==> src/rtl/core/lli_pkg.sv <==
`timescale 1ns / 1ps
// ----------------------------------------------------------------------------
// lli_pkg
// Types and widths shared by the line-line intersection block.
// ----------------------------------------------------------------------------
package lli_pkg;

  // Width of the numerators, the denominator and the raw quotient.
  localparam int NUM_W = 51;
  localparam int DEN_W = 36;
  localparam int QUO_W = 33;

  // One input beat: two lines, each as two points in signed Q8.8.
  typedef struct packed {
    logic signed [15:0] line1_start_x;
    logic signed [15:0] line1_start_y;
    logic signed [15:0] line1_end_x;
    logic signed [15:0] line1_end_y;
    logic signed [15:0] line2_start_x;
    logic signed [15:0] line2_start_y;
    logic signed [15:0] line2_end_x;
    logic signed [15:0] line2_end_y;
  } in_item_t;

  // One result beat: the crossing point in signed Q24.8.
  typedef struct packed {
    logic               hit;
    logic signed [31:0] point_x;
    logic signed [31:0] point_y;
    logic               saturated;
  } out_item_t;

  // Queue entry between the front and the back: exact numerators and denominator.
  typedef struct packed {
    logic signed [NUM_W-1:0] xnum;
    logic signed [NUM_W-1:0] ynum;
    logic signed [DEN_W-1:0] den;
  } qent_t;

endpackage

==> src/rtl/core/lli_queue.sv <==
`timescale 1ns / 1ps
// ----------------------------------------------------------------------------
// lli_queue
// Short first-in first-out queue that decouples the front from the divider.
// ----------------------------------------------------------------------------
module lli_queue import lli_pkg::*; #(
  parameter int DEPTH = 4
) (
  input  logic  clk,
  input  logic  rst_n,
  input  logic  push,
  input  qent_t push_data,
  output logic  full,
  input  logic  pop,
  output qent_t pop_data,
  output logic  empty
);

  localparam int AW = $clog2(DEPTH);
  localparam int CW = $clog2(DEPTH + 1);

  qent_t         mem [DEPTH];
  logic [AW-1:0] wp_r, rp_r;
  logic [CW-1:0] cnt_r;

  assign full     = (cnt_r == CW'(DEPTH));
  assign empty    = (cnt_r == '0);
  assign pop_data = mem[rp_r];

  // Pointers and fill count.
  always_ff @(posedge clk) begin
    if (!rst_n) begin
      wp_r  <= '0;
      rp_r  <= '0;
      cnt_r <= '0;
    end else begin
      if (push) begin
        wp_r <= (wp_r == AW'(DEPTH - 1)) ? '0 : wp_r + 1'b1;
      end
      if (pop) begin
        rp_r <= (rp_r == AW'(DEPTH - 1)) ? '0 : rp_r + 1'b1;
      end
      if (push && !pop) begin
        cnt_r <= cnt_r + 1'b1;
      end else if (pop && !push) begin
        cnt_r <= cnt_r - 1'b1;
      end
    end
  end

  // Storage.
  always_ff @(posedge clk) begin
    if (push) begin
      mem[wp_r] <= push_data;
    end
  end

endmodule

==> config.mk <==
export PLATFORM = sky130hd
export DESIGN_NAME = lli_queue
export DESIGN_NICKNAME = d
export VERILOG_FILES = /design/src/rtl/core/lli_pkg.sv /design/src/rtl/core/lli_queue.sv
export SDC_FILE = /design/constraint.sdc
export NUM_CORES = 1
export LEC_CHECK = 0
export CAP_MARGIN = 20
export CORE_MARGIN = 5
export CORE_UTILIZATION = 32
export CTS_BUF_LIST = sky130_fd_sc_hd__clkbuf_16
export DETAILED_ROUTE_END_ITERATION = 8
export DONT_BUFFER_PORTS = 1
export GPL_ROUTABILITY_DRIVEN = 0
export PLACE_DENSITY = 0.56
export SYNTH_ARGS = -nofsm -noshare
export SYNTH_HDL_FRONTEND = slang
export SYNTH_SLANG_ARGS = --single-unit
==> constraint.sdc <==
create_clock -name clk -period 5.5 [get_ports clk]
set_input_delay 0.275 -clock clk [delete_from_list [all_inputs] [get_ports clk]]
set_output_delay 0.275 -clock clk [all_outputs]
set_load 0.01 [all_outputs]
* Yosys cells after proc, flatten, opt, wreduce, memory -nomap -nowiden *
Memories as Yosys holds them, arrays and structs flattened. A register that Yosys moved wholly into a read port is not among the register bits.
Index checks and enable logic that the tools add are counted.

word-level totals
  register bits = 7
  input port bits = 142
  memories kept = 1
  logic and storage cells = 25
  memory bits (writable) = 552
  output and inout port bits = 140

operators by class
  add/sub/neg operators = 4
  equality and inequality tests = 3
  reductions and logical operators = 6
  multiplexer cells = 8

memory list
  memory  words  width  read ports  clocked after Yosys merged registers in  write ports  line             RTL
  mem     4      138    1           1                                        1            lli_queue.sv:22  qent_t mem [DEPTH];

operators with widths
  cell                   count
  $mux W2                4
  $mux W3                2
  $add A2 B1 Y2 const B  2
  $eq A2 B2 Y1 const B   2
  $add A3 B1 Y3 const B  1
  $eq A3 B3 Y1 const B   1
  $logic_not A3 Y1       1
  $sub A3 B1 Y3 const B  1
  $logic_and A1 B1 Y1    2
  $logic_not A1 Y1       2
  $mux W1                2
  $reduce_bool A2 Y1     1

* Depth between registers and ports, before layout *
Gate-level depths: netlist of run 1.

  depth after elaboration = 4
  gate-level depth with buffers = 7

* Worst setup path before layout of run 1 *
Ideal clock, no wire load.

  path kind = register to register
  start = register wp_r[0]
  end = memory mem[3][0] in the netlist's numbering, enable pin
  arrival time = 3.704 ns
  cell stages (with the launch flop) = 3
  library setup time = 0.513 ns
  data required time = 4.987 ns
  slack = 1.283 ns
  period minus slack after synthesis = 4.217 ns
  cells stage by stage = dfxtp_1 -> ha_1 -> and2_1

RTL lines
  item                    line             RTL
  start, declared         lli_queue.sv:23  logic [AW-1:0] wp_r, rp_r;
  start signal, assigned  lli_queue.sv:38  wp_r <= (wp_r == AW'(DEPTH - 1)) ? '0 : wp_r + 1'b1;
  end, declared           lli_queue.sv:22

Straight into the memory's write port.

==> flow_metrics.py, run 1 <==
metrics = {
    "route": {
        "routedWlPerCell_um": 22.48,
        "remaining_drc_errors": 0,
        "ant_nets": 0,
        "drt-vias-per-instance": 4.665,
        "first_pass_iters": 4,
        "dr_total_vias": 8603,
        "wirelength_um": 41460,
        "drt_iter0_markers": 585,
    },
    "logic_synthesis": {
        "synth_area_leaders": "edfxtp_1, mux4_2, buf_12",
        "yosys_warnings": 0,
        "synthesis.nets": 914,
        "yosysSeqAreaShare_pct": 81.79,
        "ys_seq_elements": 561,
        "synthCells": 765,
        "synth_area_mm2": 0.02049,
        "yosysUniqueCellTypes": 23,
        "avgSynthCellArea_um2": 26.78,
        "synth_top_area_share_pct": 80.91,
        "synth_top_area_cell": "edfxtp_1",
    },
    "timing": {
        "hold_ws_ns": 0.08024,
        "final-hold-violation-count": 0,
        "clock_skew_ns": 0.01468,
        "final_max_slew_viol_count": 0,
        "rsz0062_at_grt": "false",
        "worstMarginPinSlew_ns": 0.9652,
        "maxSlewHeadroom_pct": 35.66,
        "fin_crit_sh_pct": 57.11,
        "setup_viol": 0,
        "finalSetupTns_ns": 0,
        "fmax_mhz": 318.3,
        "min_period_ns": 3.141,
    },
    "power": {
        "power_frac_clock_pct": 39.4,
        "seqPwrFrac_pct": 53.1,
        "p_leak_nw": 7.616,
        "powerDensity_mw_per_mm2": 379.1,
        "switching_share_pct": 21.96,
        "internal_power_mw": 7.291,
        "p_switching_mw": 2.051,
        "power.share.combinational_pct": 7.6,
        "vdd_drop_max_mv": 0.2320,
    },
    "placement": {
        "dp_hpwl_um": 23110,
        "port_buffers": 0,
    },
    "cts": {
        "path_clk_slew_ns": 0.06,
        "h-tree-depth": 2,
        "clockBufferDepth": 3,
        "cts_setup_buffers": 0,
        "clock_latency_ns": 0.59,
        "post_cts_resized": 0,
        "ctsHoldBuffers": 141,
        "numCtsBuffers": 58,
        "clkSinkCount": 561,
        "clock-root-buffer": "clkbuf_16",
        "cts_tree": "yes",
    },
    "critical_path": {
        "crit_arrival_ns": 2.87,
        "rr_endpoint": "mem[2][64]$_DFFE_PP_",
        "worst-setup-path-type": "reg -> out",
        "r2r_setup_slack_ns": 3.31,
        "path_max_fanout": 35,
        "r2r.worst_path.cells": 4,
        "crit_path_start_kind": "flip-flop",
        "r2r_start": "wp_r[0]$_SDFFE_PN0P_",
        "end_kind": "primary output",
        "critPathRequiredTime_ns": 5.22,
    },
    "outcome": {
        "run_status": "finished clean",
    },
    "floorplanning": {
        "die-height_um": 263.0,
        "core_area_mm2": 0.06320,
        "io-pin-count": 282,
        "die_area_mm2": 0.06918,
        "rows": 92,
        "start_util_pct": 32.42,
        "die_w_um": 263.0,
    },
    "cells_and_area": {
        "n_fill_cell": 5560,
        "fin_util_pct": 39.00,
        "layout-drive-gt1-share_pct": 24.04,
        "synthToLayoutAreaGrowth_pct": 20.29,
        "nets": 1095,
    },
    "global_routing": {
        "grt-ovfl-total": 0,
        "grt_pass1_wl_um": 62430,
        "antenna_found_initial": 3,
        "grt.total_usage_pct": 11.72,
        "grt_max_degree": 126,
        "grt_pass1_vias": 9405,
    },
    "flow_run": {
        "drv_cap": 0,
    },
    "hold_path": {
        "hp-start": "push",
        "holdPathStages": 1,
        "worstHoldEndpoint": "mem[0][123]$_DFFE_PP_",
        "hp-class": "in -> reg",
    },
}
==> worst max-delay path, stage by stage (launching register included) <==
cell and delay (ns):
dfxtp_4 0.81, buf_4 0.70, mux4_2 0.68
==> state kept, by name, summed over array words and instances, names as in the netlist, named ones only <==
name,flops
cnt_r,3
wp_r,2
mem,552
rp_r,2
==> cell families (layout without fill, tap and decap cells) <==
group / Yosys count / after routing / share of synthesized area (%)
AO/OA/AOI/OAI: 3 / 3 / 0.09772
XOR/XNOR: 2 / 2 / 0.08552
adder cells (fa/ha/maj): 7 / 7 / 0.4641
buffers and inverters: 35 / 264 / 1.759
flip-flops: 561 / 561 / 81.79
multiplexers: 142 / 142 / 15.37
other: 0 / 4 / 0
AND/OR/NAND/NOR: 15 / 15 / 0.4397
==> power groups by stage <==
stage	Clock, mW	Combinational [mW]	Sequential [mW]
2_1_floorplan	0	0.474	5.04
3_3_place_gp	0	0.589	5.06
3_5_place_dp	0	0.588	5.07
4_1_cts	3.83	0.718	4.97
5_1_grt	4.01	0.765	4.97
6_report	3.68	0.708	4.96
==> worst max path at each step <==
stage                     slack, ns                    to                  from
after global routing           2.09          pop_data[83]             flip-flop
final                          2.36          pop_data[83]             flip-flop
after global placement         2.85  mem[1][11]$_DFFE_PP_  wp_r[1]$_SDFFE_PN0P_
after floorplan                1.28   mem[3][0]$_DFFE_PP_  wp_r[0]$_SDFFE_PN0P_
after detailed placement       2.86  mem[1][14]$_DFFE_PP_  wp_r[1]$_SDFFE_PN0P_
after CTS                      2.21          pop_data[83]             flip-flop
==> cell type report <==
| cell class | count | area, um^2 | share of cell area, % |
|---|---|---|---|
| multi-input cells | 169 | 3381 | 13.72 |
| flip-flops and latches | 561 | 16760 | 68.02 |
| inverters | 4 | 15.01 | 0.06093 |
| diodes | 4 | 10.01 | 0.04062 |
| well taps | 846 | 1059 | 4.295 |
| repair buffers | 152 | 1597 | 6.478 |
| clock inverters | 47 | 292.8 | 1.188 |
| clock buffers | 61 | 1526 | 6.194 |
==> metal layers <==
metal	track usage [%]	part of all wire [%]
met1	14.82	41
met2	19.50	50
met3	3.885	7.3
met4	3.290	2.1
met5	0	0.017
==> metrics by stage <==
stage / setup slack (ns) / std cells / power [mW] / instance area (um^2)
2_1_floorplan: 1.283 / 765 / 5.518 / 20490
3_3_place_gp: 2.846 / 1589 / 5.647 / 21350
3_5_place_dp: 2.858 / 1589 / 5.656 / 21350
4_1_cts: 2.207 / 1838 / 9.525 / 24580
5_1_grt: 2.092 / 1841 / 9.747 / 24640
6_report: 2.359 / 1844 / 9.342 / 24640
==> Yosys cell counts <==
| cell type | instances |
|---|---|
| o21ai_0 | 1 |
| xor2_1 | 1 |
| o21a_1 | 1 |
| buf_4 | 1 |
| and2_1 | 5 |
| dfxtp_1 | 9 |
| edfxtp_1 | 552 |
| buf_2 | 13 |
| a21boi_0 | 1 |
| mux4_2 | 138 |
| mux2i_1 | 4 |
| nor3_1 | 2 |
| or3_1 | 1 |
| buf_6 | 4 |
| nor2b_1 | 5 |
| nor3b_1 | 1 |
| buf_12 | 11 |
| inv_1 | 4 |
| nor2_1 | 1 |
| ha_1 | 6 |
| fa_1 | 1 |
| xnor2_1 | 1 |
| clkbuf_1 | 2 |
==> cells in the final DEF (no fill, tap or decap), drive strengths merged <==
cell / n
nor3: 2
nor3b: 1
dfxtp: 9
edfxtp: 552
bufinv: 2
diode: 4
and2: 5
ha: 6
o21a: 1
clkinv: 25
clkbuf: 61
xnor2: 1
mux4: 138
xor2: 1
fa: 1
mux2i: 4
o21ai: 1
nor2b: 5
inv: 15
or3: 1
dlygate4sd3: 141
buf: 11
clkinvlp: 9
a21boi: 1
nor2: 1
No activity file was read; power rests on OpenSTA's default activity.
==> run 2, diff against run 1 <==
Clock period 5.5 ns to 3 ns, I/O delays scaled along.
==> flow_metrics.py, run 2 (synthesized netlist as in run 1, its figures left out) <==
metrics = {
    "cells_and_area": {
        "synthToLayoutAreaGrowth_pct": 22.25,
        "nets": 1121,
        "layout-drive-gt1-share_pct": 25.93,
        "layout_commonest_cell": "edfxtp_1",
        "final_cells": 1871,
        "layout_common_cells": "edfxtp_1, dlygate4sd3_1, mux4_2",
        "largest_register_ffs": 552,
        "regMostFlops": "mem",
        "reg.largest.list": "mem x552, cnt_r x3",
    },
    "route": {
        "wirelength_um": 41820,
        "drt_iter0_markers": 659,
        "first_pass_iters": 6,
        "drt-vias-per-instance": 4.654,
        "routedWlPerCell_um": 22.35,
        "ant_nets": 0,
        "dr_total_vias": 8708,
        "remaining_drc_errors": 0,
    },
    "floorplanning": {
        "die_area_mm2": 0.06918,
        "io-pin-count": 282,
        "start_util_pct": 32.42,
        "rows": 92,
        "die_w_um": 263.0,
        "core_area_mm2": 0.06320,
        "die-height_um": 263.0,
    },
    "power": {
        "power_frac_clock_pct": 40.4,
        "switching_share_pct": 21.70,
        "power.share.combinational_pct": 7.8,
        "p_leak_nw": 7.840,
        "vdd_drop_max_mv": 0.4634,
        "internal_power_mw": 13.73,
        "p_switching_mw": 3.805,
        "powerDensity_mw_per_mm2": 700.1,
        "seqPwrFrac_pct": 51.8,
    },
    "cts": {
        "clkSinkCount": 561,
        "clock_latency_ns": 0.59,
        "cts_tree": "yes",
        "clockBufferDepth": 3,
        "h-tree-depth": 2,
        "post_cts_resized": 0,
        "numCtsBuffers": 59,
        "cts_setup_buffers": 0,
        "ctsHoldBuffers": 142,
        "path_clk_slew_ns": 0.06,
        "clock-root-buffer": "clkbuf_16",
    },
    "timing": {
        "rsz0062_at_grt": "false",
        "setup_viol": 0,
        "maxSlewHeadroom_pct": 49.93,
        "min_period_ns": 2.369,
        "finalSetupTns_ns": 0,
        "final-hold-violation-count": 0,
        "fmax_mhz": 422.2,
        "worstMarginPinSlew_ns": 0.7511,
        "fin_crit_sh_pct": 78.96,
        "final_max_slew_viol_count": 0,
        "clock_skew_ns": 0.01031,
    },
    "hold_path": {
        "hp-start": "push",
        "holdPathStages": 1,
        "worstHoldEndpoint": "mem[2][131]$_DFFE_PP_",
        "hp-class": "in -> reg",
    },
    "global_routing": {
        "antenna_found_initial": 5,
        "grt_pass1_wl_um": 62680,
        "grt.total_usage_pct": 11.83,
        "grt_max_degree": 72,
        "grt-ovfl-total": 0,
        "grt_pass1_vias": 9515,
    },
    "critical_path": {
        "crit_family": "multiplexers",
        "cpPeakStageDelay_ns": 0.71,
        "path_cells": "buf_12 > mux4_2",
        "r2r_start": "wp_r[0]$_SDFFE_PN0P_",
        "slowest_stage": "mux4_2",
        "timing.critical_path.buf_inv": 1,
        "crit_path_start_kind": "flip-flop",
        "r2r_setup_slack_ns": 1.13,
        "r2r.worst_path.cells": 4,
        "worst-setup-path-type": "reg -> out",
        "rr_endpoint": "mem[2][22]$_DFFE_PP_",
        "end_kind": "primary output",
        "path_max_fanout": 67,
        "critPathRequiredTime_ns": 2.85,
        "crit_arrival_ns": 2.22,
    },
    "placement": {
        "dp_cells": 1615,
        "port_buffers": 0,
        "dp_hpwl_um": 26120,
    },
    "outcome": {
        "run_status": "finished clean",
    },
    "flow_run": {
        "drv_cap": 0,
    },
}
## run 2: cell types whose count changed in the layout (fill, tap and decap cells not counted), sizes merged
cell         before  now
clkinv           25   27
dlygate4sd3     141  142
inv              15   19
diode             4    3
clkinvlp          9    3
bufinv            2    6
buf              11   35
clkbuf           61   60
## run 2: worst max-delay path by stage
stage                               from                     to  slack [ns]  cells past startpoint
floorplan           wp_r[0]$_SDFFE_PN0P_    mem[3][0]$_DFFE_PP_        0.31                      2
global placement    wp_r[0]$_SDFFE_PN0P_  mem[0][122]$_DFFE_PP_        1.09                      4
detailed placement  wp_r[0]$_SDFFE_PN0P_  mem[0][137]$_DFFE_PP_        1.05                      4
CTS                            flip-flop           pop_data[73]        0.54                      2
global route                   flip-flop           pop_data[94]        0.48                      2
finish                         flip-flop           pop_data[94]        0.63                      2
## run 2: area by class of cell
class                      count  area, um^2
multi-input combinational    169        3381
clock inverter                51       422.9
sequential                   561       16760
inverter                       4       15.01
tap                          846        1059
clock buffer                  60        1501
timing repair buffer         177        1897
antenna                        3       7.507
fill                        5544       38150
## run 2: layer usage
| metal | up-vias | part of all wire [%] | global-route usage, % |
|---|---|---|---|
| met4 | 4 | 2.0 | 2.812 |
| met5 | - | 0.065 | 0 |
| met3 | 69 | 7.2 | 4.193 |
| li1 | 3756 | - | - |
| met2 | 232 | 51 | 20.19 |
| met1 | 4647 | 40 | 14.54 |
## run 2: worst reg2reg max path, stage by stage, from the launching register on
cell	delay [ns]
dfxtp_1	0.35
inv_1	0.10
ha_1	0.16
and2_4	0.57
buf_4	0.38
## run 2: stage by stage
step           hold WS [ns]  worst slack, ns  power (mW)  util (%)  area, um^2
5_1_grt              0.1106           0.4836       18.24     39.63       25040
3_5_place_dp         0.2491            1.051       10.44     34.33       21690
6_report             0.1287           0.6312       17.53     39.63       25050
3_3_place_gp         0.2490            1.090       10.42     34.33       21690
4_1_cts              0.1044           0.5438       17.83     39.62       25040
2_1_floorplan        0.2489           0.3097       10.09         -       20490
## run 2: power by group through the flow
stage / clock (mW) / sequential [mW] / combinational [mW]
2_1_floorplan: 0 / 9.22 / 0.870
3_3_place_gp: 0 / 9.24 / 1.18
3_5_place_dp: 0 / 9.25 / 1.18
4_1_cts: 7.31 / 9.08 / 1.43
5_1_grt: 7.66 / 9.10 / 1.48
6_report: 7.09 / 9.08 / 1.37
==> run 3, diff against run 2 <==
Clock period 3 ns to 2.25 ns, I/O delays scaled along.
==> flow_metrics.py, run 3 (synthesized netlist as in run 1, its figures left out) <==
metrics = {
    "outcome": {
        "run_status": "finished clean",
    },
    "route": {
        "remaining_drc_errors": 0,
        "routedWlPerCell_um": 22.06,
        "dr_total_vias": 8669,
        "ant_nets": 0,
        "wirelength_um": 41500,
        "drt_iter0_markers": 556,
        "first_pass_iters": 5,
        "drt-vias-per-instance": 4.609,
    },
    "cts": {
        "clockBufferDepth": 3,
        "clock_latency_ns": 0.59,
        "cts_setup_buffers": 0,
        "cts_tree": "yes",
        "clock-root-buffer": "clkbuf_16",
        "h-tree-depth": 2,
        "path_clk_slew_ns": 0.06,
        "numCtsBuffers": 57,
        "clkSinkCount": 561,
    },
    "timing": {
        "fin_crit_sh_pct": 94.88,
        "final-hold-violation-count": 0,
        "worstMarginPinSlew_ns": 0.5764,
        "clock_skew_ns": 0.008412,
        "maxSlewHeadroom_pct": 61.49,
        "fin_ws_ns": 0.1151,
        "finalSetupTns_ns": 0,
        "setup_viol": 0,
        "final_max_slew_viol_count": 0,
        "rsz0062_at_grt": "false",
        "min_period_ns": 2.135,
        "fmax_mhz": 468.4,
    },
    "critical_path": {
        "path_max_fanout": 24,
        "crit_arrival_ns": 2.02,
        "crit_path_start_kind": "flip-flop",
        "worst-setup-path-type": "reg -> out",
        "critPathRequiredTime_ns": 2.14,
        "end_kind": "primary output",
    },
    "hold_path": {
        "hp-class": "in -> reg",
    },
    "cells_and_area": {
        "layout_common_cells": "edfxtp_1, dlygate4sd3_1, mux4_2",
        "reg.largest.list": "mem x552, cnt_r x3",
        "largest_register_ffs": 552,
        "regMostFlops": "mem",
        "layout_commonest_cell": "edfxtp_1",
        "layout-drive-gt1-share_pct": 27.23,
        "nets": 1135,
        "synthToLayoutAreaGrowth_pct": 23.24,
    },
    "floorplanning": {
        "die-height_um": 263.0,
        "rows": 92,
        "core_area_mm2": 0.06320,
        "die_area_mm2": 0.06918,
        "die_w_um": 263.0,
        "io-pin-count": 282,
        "start_util_pct": 32.42,
    },
    "power": {
        "totalPowerFinal_mw": 23.37,
        "power_frac_clock_pct": 40.1,
        "vdd_drop_max_mv": 0.7172,
        "internal_power_mw": 18.37,
        "seqPwrFrac_pct": 51.7,
        "p_leak_nw": 7.947,
        "powerDensity_mw_per_mm2": 925.7,
        "p_switching_mw": 5.006,
        "switching_share_pct": 21.42,
        "power.share.combinational_pct": 8.1,
    },
    "placement": {
        "dp_hpwl_um": 26070,
        "preCtsSetupSlack_ns": 0.5779,
        "port_buffers": 0,
    },
    "global_routing": {
        "antenna_found_initial": 6,
        "grt_pass1_vias": 9437,
        "grt.total_usage_pct": 11.80,
        "grt-ovfl-total": 0,
        "grt_max_degree": 65,
        "grt_pass1_wl_um": 62820,
    },
    "flow_run": {
        "drv_cap": 0,
    },
}
==> run 3: power groups by stage <==
stage | registers (mW) | clock network [mW] | logic (mW)
2_1_floorplan | 12.3 | 0 | 1.16
3_3_place_gp | 12.3 | 0 | 1.61
3_5_place_dp | 12.3 | 0 | 1.62
4_1_cts | 12.1 | 9.67 | 1.96
5_1_grt | 12.1 | 10.1 | 2.05
6_report | 12.1 | 9.38 | 1.90
==> run 3: worst paths after layout <==
kind	start	endpoint	slack [ns]	cells past startpoint
worst max-delay path	flip-flop	pop_data[74]	0.12	3
worst min-delay path	push_data[49]	mem[3][49]$_DFFE_PP_	0.22	1
worst max register to register	wp_r[0]$_SDFFE_PN0P_	mem[2][42]$_DFFE_PP_	0.61	4
worst min register to register	cnt_r[2]$_SDFFE_PN0P_	cnt_r[2]$_SDFFE_PN0P_	0.50	2
==> run 3: worst max-delay path, stage by stage, from the launching register on <==
cell and delay, ns:
dfxtp_4 0.38, buf_16 0.22, clkbuf_16 0.23, mux4_2 0.56
==> run 3: layout make-up <==
| class | count | area, um^2 |
|---|---|---|
| diodes | 3 | 7.507 |
| multi-input cells | 169 | 3381 |
| clock buffers | 59 | 1476 |
| clock inverters | 46 | 410.4 |
| fillers | 5497 | 37950 |
| well taps | 846 | 1059 |
| repair buffers | 193 | 2137 |
| inverters | 4 | 15.01 |
| flip-flops and latches | 561 | 16760 |
==> run 3: what timing repair did <==
item / CTS / global route
endpoints found under the setup margin: 62 / 41
gates resized for setup: 4 / 6
endpoints found under the hold margin: 600 / 0
hold buffers: 142 / 0
gates cloned: 1 / 1
==> run 3: routing by layer <==
metal	GRT usage, %	wire length (um)	vias to the layer above
li1	-	-	3772
met4	2.995	750	6
met1	15.28	17130	4617
met5	0	34	-
met3	3.857	2934	56
met2	19.42	20650	218
==> run 3: through the flow <==
step                area (um^2)  util [%]  hold WS (ns)  instances
floorplan                 20500         -        0.2114        765
global placement          21840     34.55        0.2116       1629
detailed placement        21840     34.55        0.2116       1629
CTS                       25190     39.86        0.1724       1877
global route              25250     39.95        0.1919       1881
finish                    25250     39.95        0.2237       1881
